===== config.mk =====
export PLATFORM = sky130hd
export DESIGN_NAME = binary_to_decimal_ascii
export DESIGN_NICKNAME = d
export VERILOG_FILES = /design/src/hdl/b2da_pkg.sv /design/src/hdl/b2da_dabble.sv /design/src/hdl/binary_to_decimal_ascii.sv
export SDC_FILE = /design/constraint.sdc
export NUM_CORES = 1
export LEC_CHECK = 0
export BUFFER_PORTS_ARGS = -buffer_cell sky130_fd_sc_hd__buf_2
export CORE_ASPECT_RATIO = 1.2
export CORE_MARGIN = 4
export CORE_UTILIZATION = 39
export DETAILED_ROUTE_END_ITERATION = 6
export GPL_ROUTABILITY_DRIVEN = 0
export SLEW_MARGIN = 20
export SYNTH_ARGS = -nofsm -noshare
export SYNTH_HDL_FRONTEND = slang
export SYNTH_SLANG_ARGS = --single-unit

===== constraint.sdc =====
create_clock -name clk -period 6.7 [get_ports clk]
set_input_delay 0.335 -clock clk [delete_from_list [all_inputs] [get_ports clk]]
set_output_delay 0.335 -clock clk [all_outputs]
set_load 0.005 [all_outputs]

===== src/hdl/b2da_pkg.sv =====
package b2da_pkg;

  localparam int ValueW    = 32;
  localparam int MaxDigits = 10;
  localparam int CapW      = 4;
  localparam int PosW      = 4;
  localparam int CodeW     = 6;
  localparam int StepW     = $clog2(ValueW);

  localparam logic [CapW-1:0]  CapReset = CapW'(MaxDigits + 1);
  localparam logic [CodeW-1:0] CharZero = CodeW'(48);
  localparam logic [CodeW-1:0] CharNul  = CodeW'(0);

  typedef logic [3:0] digit_t;
  typedef digit_t [MaxDigits-1:0] bcd_t;

  typedef enum logic [1:0] {
    ST_IDLE,
    ST_CONV,
    ST_SIZE,
    ST_EMIT
  } state_t;

  // Control from the sequencer to the shift-and-correct unit
  typedef struct packed {
    logic load;
  } dab_ctrl_t;

  // Status from the shift-and-correct unit
  typedef struct packed {
    logic last_step;
  } dab_stat_t;

  // Add three to a BCD digit of five or more before the next shift
  function automatic digit_t dab_correct(input digit_t d);
    dab_correct = (d >= 4'd5) ? d + 4'd3 : d;
  endfunction

endpackage


===== src/hdl/b2da_dabble.sv =====
module b2da_dabble (
  input  logic                            clk,
  input  logic                            rst,
  input  b2da_pkg::dab_ctrl_t             ctrl,
  input  logic [b2da_pkg::ValueW-1:0]     value,
  output b2da_pkg::dab_stat_t             stat,
  output b2da_pkg::bcd_t                  bcd
);

  logic [b2da_pkg::ValueW-1:0]         bin;
  logic [b2da_pkg::StepW-1:0]          step;
  logic                                busy;
  b2da_pkg::bcd_t                      bcd_fix;
  logic [$bits(b2da_pkg::bcd_t)-1:0]   fix_bits;

  // Correct every digit, independent of each other
  always_comb begin
    for (int i = 0; i < b2da_pkg::MaxDigits; i++) begin
      bcd_fix[i] = b2da_pkg::dab_correct(bcd[i]);
    end
  end

  assign fix_bits = bcd_fix;

  // Step counter and busy flag
  always_ff @(posedge clk) begin
    if (rst) begin
      busy <= 1'b0;
      step <= '0;
    end else if (ctrl.load) begin
      busy <= 1'b1;
      step <= '0;
    end else if (busy) begin
      step <= step + 1'b1;
      if (step == b2da_pkg::StepW'(b2da_pkg::ValueW - 1)) begin
        busy <= 1'b0;
      end
    end
  end

  // Shift one binary bit into the corrected BCD word per cycle while busy; the top bit
  // drops out and is always zero for a 32-bit value
  always_ff @(posedge clk) begin
    if (ctrl.load) begin
      bin <= value;
      bcd <= '0;
    end else if (busy) begin
      bin <= {bin[b2da_pkg::ValueW-2:0], 1'b0};
      bcd <= {fix_bits[$bits(b2da_pkg::bcd_t)-2:0], bin[b2da_pkg::ValueW-1]};
    end
  end

  assign stat.last_step = busy && (step == b2da_pkg::StepW'(b2da_pkg::ValueW - 1));

endmodule


===== src/hdl/binary_to_decimal_ascii.sv =====
// An accepted item passes through 32 shift steps of the BCD shift-and-correct unit,
// a sizing state and one output register before its first character, then one
// character per cycle while the output is not stalled: digits plus the terminator.
// No new item is taken until the terminator is loaded; with buffer_capacity zero
// an item is accepted and dropped, and ready stays high. Reset: rst is synchronous,
// active high; clears the sequencer and the output valid, and sets capacity 11.
module binary_to_decimal_ascii (
  input  logic        clk,
  input  logic        rst,
  input  logic        cfg_we,
  input  logic [3:0]  cfg_wdata,      // buffer_capacity
  input  logic        s_tvalid,
  output logic        s_tready,
  input  logic [31:0] s_tdata,        // [31:0] value
  output logic        m_tvalid,
  input  logic        m_tready,
  output logic [15:0] m_tdata,        // [5:0] char_code, [9:6] char_position, zero pad
  output logic        m_tlast         // is_last
);

  b2da_pkg::state_t             state, state_next;
  logic [b2da_pkg::CapW-1:0]    cap;
  logic [b2da_pkg::PosW-1:0]    digit_total, digit_total_next;
  logic [b2da_pkg::PosW-1:0]    emit_index, emit_index_next;
  logic [b2da_pkg::PosW-1:0]    ndig;
  logic [b2da_pkg::PosW-1:0]    slot;
  b2da_pkg::dab_ctrl_t          dctrl;
  b2da_pkg::dab_stat_t          dstat;
  b2da_pkg::bcd_t               bcd;
  logic                         accept;
  logic                         out_free;
  logic                         out_load;
  logic [b2da_pkg::CodeW-1:0]   out_code_next;
  logic                         out_last_next;
  logic [b2da_pkg::CodeW-1:0]   out_code;
  logic [b2da_pkg::PosW-1:0]    out_pos;
  logic                         out_last;

  // Capacity register
  always_ff @(posedge clk) begin
    if (rst) begin
      cap <= b2da_pkg::CapReset;
    end else if (cfg_we) begin
      cap <= cfg_wdata;
    end
  end

  assign s_tready   = (state == b2da_pkg::ST_IDLE);
  assign accept     = s_tvalid && s_tready;
  assign dctrl.load = accept && (cap != '0);

  b2da_dabble u_dabble (
    .clk   (clk),
    .rst   (rst),
    .ctrl  (dctrl),
    .value (s_tdata),
    .stat  (dstat),
    .bcd   (bcd)
  );

  // Count significant digits; zero still has one
  always_comb begin
    ndig = b2da_pkg::PosW'(1);
    for (int i = 0; i < b2da_pkg::MaxDigits; i++) begin
      if (bcd[i] != 4'd0) begin
        ndig = b2da_pkg::PosW'(i + 1);
      end
    end
  end

  assign out_free = !m_tvalid || m_tready;
  assign slot     = digit_total - emit_index - 1'b1;

  // Sequencer: next state and character selection
  always_comb begin
    state_next       = state;
    digit_total_next = digit_total;
    emit_index_next  = emit_index;
    out_load         = 1'b0;
    out_code_next    = b2da_pkg::CharNul;
    out_last_next    = 1'b0;
    case (state)
      b2da_pkg::ST_IDLE: begin
        if (dctrl.load) begin
          state_next = b2da_pkg::ST_CONV;
        end
      end
      b2da_pkg::ST_CONV: begin
        if (dstat.last_step) begin
          state_next = b2da_pkg::ST_SIZE;
        end
      end
      b2da_pkg::ST_SIZE: begin
        // Keep only the lowest-order digits that fit beside the terminator
        if (ndig >= cap) begin
          digit_total_next = cap - 1'b1;
        end else begin
          digit_total_next = ndig;
        end
        emit_index_next = '0;
        state_next      = b2da_pkg::ST_EMIT;
      end
      b2da_pkg::ST_EMIT: begin
        if (out_free) begin
          out_load = 1'b1;
          if (emit_index == digit_total) begin
            out_code_next = b2da_pkg::CharNul;
            out_last_next = 1'b1;
            state_next    = b2da_pkg::ST_IDLE;
          end else begin
            out_code_next   = b2da_pkg::CharZero + b2da_pkg::CodeW'(bcd[slot]);
            emit_index_next = emit_index + 1'b1;
          end
        end
      end
      default: begin
        state_next = b2da_pkg::ST_IDLE;
      end
    endcase
  end

  // Sequencer registers
  always_ff @(posedge clk) begin
    if (rst) begin
      state       <= b2da_pkg::ST_IDLE;
      digit_total <= '0;
      emit_index  <= '0;
    end else begin
      state       <= state_next;
      digit_total <= digit_total_next;
      emit_index  <= emit_index_next;
    end
  end

  // Output register: hold until taken
  always_ff @(posedge clk) begin
    if (rst) begin
      m_tvalid <= 1'b0;
    end else if (out_load) begin
      m_tvalid <= 1'b1;
    end else if (m_tready) begin
      m_tvalid <= 1'b0;
    end
  end

  always_ff @(posedge clk) begin
    if (out_load) begin
      out_code <= out_code_next;
      out_pos  <= emit_index;
      out_last <= out_last_next;
    end
  end

  assign m_tdata = {6'd0, out_pos, out_code};
  assign m_tlast = out_last;

endmodule


# Word level (Yosys, flattened, before mapping)
# Index checks and enable logic that the tools add are counted.
dict set report word_totals {
  register_bits 104
  latch_bits 0
  mem_bits_rw 0
  rom_bits 0
  input_bits 41
  wordCells 125
  memories 0
}
dict set report classes {
  add_sub_neg 16
  n_mul 0
  div 0
  order_cmp 12
  eq_ne 10
  n_shift 0
  n_mux 40
  bitwise 2
  reduce_logical 24
}
# operator count
set op_table {}
lappend op_table {{$mux W4} 21}
lappend op_table {{$mux W32} 2}
lappend op_table {{$ge A4 B3 Y1 const B} 10}
lappend op_table {{$reduce_bool A4 Y1} 10}
lappend op_table {{$add A4 B2 Y4 const B} 9}
lappend op_table {{$bmux W4 S4} 1}
lappend op_table {{$mux W2} 5}
lappend op_table {{$mux W1} 8}
lappend op_table {{$ne A2 B2 Y1 const B} 4}
lappend op_table {{$pmux W2 S4} 1}
lappend op_table {{$pmux W4 S2} 1}
lappend op_table {{$sub A4 B1 Y4 const B} 2}
lappend op_table {{$add A5 B5 Y6 const A} 1}
lappend op_table {{$reduce_bool A2 Y1} 3}
lappend op_table {{$add A5 B1 Y5 const B} 1}
lappend op_table {{$eq A5 B5 Y1 const B} 1}
lappend op_table {{$lt A4 B5 Y1 const B} 1}
lappend op_table {{$add A4 B1 Y4 const B} 1}
lappend op_table {{$eq A2 B2 Y1 const B} 2}
lappend op_table {{$eq A4 B4 Y1} 1}
lappend op_table {{$ge A4 B4 Y1} 1}
lappend op_table {{$reduce_and A4 Y1} 1}
lappend op_table {{$sub A4 B4 Y4} 1}
lappend op_table {{$add A3 B2 Y3 const B} 1}
lappend op_table {{12 further kinds} 15}

# Logic depth before layout (Yosys ltp)
dict set report logic_depth {
  word_depth 12
  depth_mapped 12
  depth_no_buf 12
}

# Cells and area by module
# From an unflattened synthesis, not the netlist that was laid out.
dict set report hier_totals {
  hier_cells 579
  area_unflattened_um2 5888.1
}
# mod instances cells_per_inst area_each_um2 seq_area_each_um2
set modules_own_cells {}
lappend modules_own_cells {b2da_dabble 1 394 4026.4 1881.8}
lappend modules_own_cells {binary_to_decimal_ascii 1 185 1861.8 600.6}

# Worst setup path after synthesis
# OpenSTA, ideal clock, no wires.
dict set report synth_timing {
  path_type {reg2reg}
  from {reg u_dabble.bcd[8] in the netlist's numbering}
  to {reg digit_total[3] in the netlist's numbering}
  arrival_time_ns 2.465
  slack_ns 4.122
  stages_incl_launch_ff 12
  n_path_buf 0
  path_cell_list {dfxtp_1 inv_1 ha_1 or3b_4 nor4b_2 o21a_1 o21ai_2 ha_1 o21ai_0 a211o_1 mux2_2 a21o_1}
}
dict set report synth_via {
  elab_chain_len 11
}
# element line
set synth_lines {}
lappend synth_lines {{start: declaration} b2da_dabble.sv:7} ;# output b2da_pkg::bcd_t bcd
lappend synth_lines {{start signal: assignment} b2da_dabble.sv:49} ;# bcd <= {fix_bits[$bits(b2da_pkg::bcd_t)-2:0], bin[b2da_pkg::ValueW-1]};
lappend synth_lines {{$reduce_bool A4 Y1} binary_to_decimal_ascii.sv:65} ;# if (bcd[i] != 4'd0) begin
lappend synth_lines {{$mux W4 (8 in series)} binary_to_decimal_ascii.sv:65}
lappend synth_lines {{$ge A4 B4 Y1} binary_to_decimal_ascii.sv:95} ;# if (ndig >= cap) begin
lappend synth_lines {{$mux W4} binary_to_decimal_ascii.sv:95}
lappend synth_lines {{end signal: assignment} binary_to_decimal_ascii.sv:130} ;# digit_total <= digit_total_next;
lappend synth_lines {{end: declaration} binary_to_decimal_ascii.sv:23} ;# logic [b2da_pkg::PosW-1:0] digit_total, digit_total_next;
# Every way passes these cells.
# A chain may end at the register's enable or synchronous reset.

# Worst setup path in the final report
dict set report layout_timing {
  from {reg u_dabble.bcd[8] in the netlist's numbering}
  to {reg digit_total[1] in the netlist's numbering}
}
dict set report layout_via {
  elab_chain_len 11
}
# element line
set layout_lines {}
lappend layout_lines {{$reduce_bool A4 Y1 (*)} binary_to_decimal_ascii.sv:65}
lappend layout_lines {{$mux W4 (*) (8 in series)} binary_to_decimal_ascii.sv:65}
lappend layout_lines {{$ge A4 B4 Y1} binary_to_decimal_ascii.sv:95}
lappend layout_lines {{$mux W4 (*)} binary_to_decimal_ascii.sv:95}
# Every way passes the cells marked *; elsewhere a longest branch is shown, timed or not.

==> flow_summary.yaml <==
outcome:
  status: "finished clean"
setup_path:
  rrSetupSlack_ps: 3850
  required_ps: 7000
  path_max_fanout: 7
  timing.rr.end: "digit_total[1]"
  r2r-start: "u_dabble.bcd[8]"
  worstSetupPathType: "flip-flop to flip-flop"
  worst_setup_path_end_kind: "flip-flop"
  reg2reg_depth: 11
  cp-start-kind: "flip-flop"
  worstPathArrival_ps: 3150
timing:
  fmax_mhz: 350.3
  hold_violations: 0
  fin_crit_sh_pct: 42.61
  fin_setup_tns_ps: 0
  period_needed_ps: 2855
  hold_ws_ps: 207.0
  max_slew_margin_pct: 41.80
  setup_viol: 0
  skew_ps: 9.363
  drv_slew: 0
  worst_pin_slew_ps: 873.0
  rsz0062_at_grt: "false"
cts:
  numCtsBuffers: 9
  cts_buffer_depth: 2
  path_clk_slew_ps: 80
  cts_setup_buffers: 0
  clk-insertion-delay-late_ps: 360
  cts_num_sinks: 103
  cts_root_buffer: "clkbuf_16"
  htreeDepth: 3
  cts_tree: "built"
  postCtsResizedCells: 0
  postCtsHoldBufs: 0
synthesis:
  ys_types: 52
  ys_seq_area_share_pct: 43.66
  ys.flop_type: "dfxtp_1"
  synthesis.area_um2: 5685
  synth_top_area_share_pct: 22.18
  ys_async_sr_fraction_pct: 0
  ys_top_cells_by_count: "dfxtp_1 (61), edfxtp_1 (42), a21oi_1 (38)"
  yosys_register_bits: 103
  yosysMostFrequentCell: "dfxtp_1"
  yosysWarnings: 0
  yosysTopAreaCell: "edfxtp_1"
  synth_cells: 544
  postSynthAreaPerCell_um2: 10.45
  synth_edf_count: 42
  synth.area.top_cells: "edfxtp_1 (22%), dfxtp_1 (21%), ha_1 (7.9%)"
die:
  io_pins: 60
  die-area_um2: 16580
  dieWidth_um: 118.2
  fp.dieH_um: 140.3
  num_rows: 48
  initial_core_util_pct: 39.61
  fp.coreArea_um2: 14350
routing:
  firstDrtPassIters: 4
  drc: 0
  wl_met3_um: 363
  top_layer_used: "met4"
  wl_met1_mm: 4.835
  wl_per_cell_um: 14.50
  vias: 3976
  met2WireLength_mm: 5.635
  drtIter0Drc: 189
  ant_nets: 0
  wirelength_mm: 11.12
  via_per_inst: 5.184
final_layout:
  area_delta_synth_final_pct: 11.73
  drive_gt1_share_pct: 20.44
  fill_cells: 1344
  regArea_um2: 2484
  antennaDiodeCount: 0
  multi_input_area_um2: 2949
  final_nets: 665
grt:
  grt_pass1_vias: 4170
  grt_max_degree: 78
  overflow: 0
  grt_pass1_wl_mm: 19.40
  gr-usage-all-layers_pct: 14.24
  antenna_found_initial: 0
power:
  pwr-share-comb_pct: 33.8
  seq_power_share_pct: 42.6
  net-switching-power_w: 0.0007195
  p_leak_nw: 2.533
  swShare_pct: 33.23
  clkPwrFrac_pct: 23.6
  powerDensity_nw_per_um2: 340.9
  ir_drop_mv: 0.1623
  p_int_w: 0.001446
worst_hold_path:
  worstHoldPathCells: 3
  hold_start: "cfg_wdata[2]"
  hold_class: "primary input to flip-flop"
  hold_path_end: "cap[2]"
place:
  hpwl_mm: 7.947
  numPortBuffers: 53
job:
  drv_cap: 0
per-stage QoR:
| step | setup slack [ps] | area [um2] | util [%] | total power [W] | instances |
|---|---|---|---|---|---|
| 6_report | 3845 | 6352 | 44.26 | 0.002165 | 767 |
| 5_1_grt | 3506 | 6352 | 44.26 | 0.002319 | 767 |
| 4_1_cts | 3868 | 6352 | 44.26 | 0.002199 | 767 |
| 3_5_place_dp | 3880 | 6071 | 42.29 | 0.001679 | 751 |
| 3_3_place_gp | 3977 | 6071 | 42.29 | 0.001648 | 751 |
| 2_1_floorplan | 4122 | 5704 | - | 0.001510 | 549 |
power groups by stage:
stage               registers [W]  clock network, W  logic [W]
finish                   0.000922          0.000512   0.000732
global route             0.000941          0.000552   0.000827
CTS                      0.000925          0.000529   0.000745
detailed placement       0.000938                 0   0.000741
global placement         0.000931                 0   0.000718
floorplan                0.000907                 0   0.000603
registers in the layout, summed over array words and instances (netlist names):
signal and flops:
state 2, u_dabble.bin 32, out_pos 4, u_dabble.step 5, u_dabble.busy 1, u_dabble.bcd 40
m_tlast 1, digit_total 4, emit_index 4, cap 4, m_tvalid 1, out_code 5
worst max-delay path, cell delays in order (launching register included):
cell     delay, ps
dfxtp_1        350
inv_1          110
ha_1           210
or3b_4         400
nor4b_2        260
o21a_1         150
o21ai_2         60
ha_1           280
o21ai_0         80
a211o_1        350
nor4b_1        350
a311o_1        180
cell families after synthesis:
kind of cell               Yosys count  share of synthesized area, %
muxes                               69                         14.68
and+or+nand+nor                    142                         13.45
buffers and inverters               64                         4.819
xor gates and xnor gates            27                         4.159
adders and majority gates           37                         8.275
AOI/OAI and AO/OA                  101                         10.89
other                                1                       0.06596
DFF                                103                         43.66
worst max path at each step:
stage	start	to	slack, ps	depth (start not counted)
final	u_dabble.bcd[8]	digit_total[1]	3850	11
after global routing	u_dabble.bcd[12]	digit_total[3]	3510	11
after CTS	u_dabble.bcd[8]	digit_total[3]	3870	11
after detailed placement	u_dabble.bcd[8]	digit_total[3]	3880	11
after global placement	u_dabble.bcd[12]	digit_total[3]	3980	11
after floorplan	u_dabble.bcd[8]	digit_total[3]	4120	11
placed cells by master (no fill, tap or decap), types with 10 or more instances in the layout:
master,instances
a21oi_1,38
buf_2,53
dfxtp_1,60
edfxtp_1,42
ha_1,36
inv_1,34
mux2_2,32
mux2i_1,29
nand2_1,31
nand2b_1,26
nand3_1,20
nor2_1,25
nor3_1,11
nor3b_1,10
o211ai_1,13
o21ai_0,26
xnor2_1,21
area by class of cell:
class,count,area share [%]
Clock buffer,10,3.604
Inverter,35,2.068
Multi-Input combinational cell,382,46.43
Tap cell,175,3.447
Clock inverter,6,0.8273
Sequential cell,103,39.10
Timing Repair Buffer,56,4.530
metal layers:
metal  vias to the layer above  global-route usage, %
met3                        22                  2.908
met2                        60                  25.78
met4                         0                  6.728
li1                       2015                      -
met5                         -                      0
met1                      1879                  15.95
(Power assumes the default switching activity.)
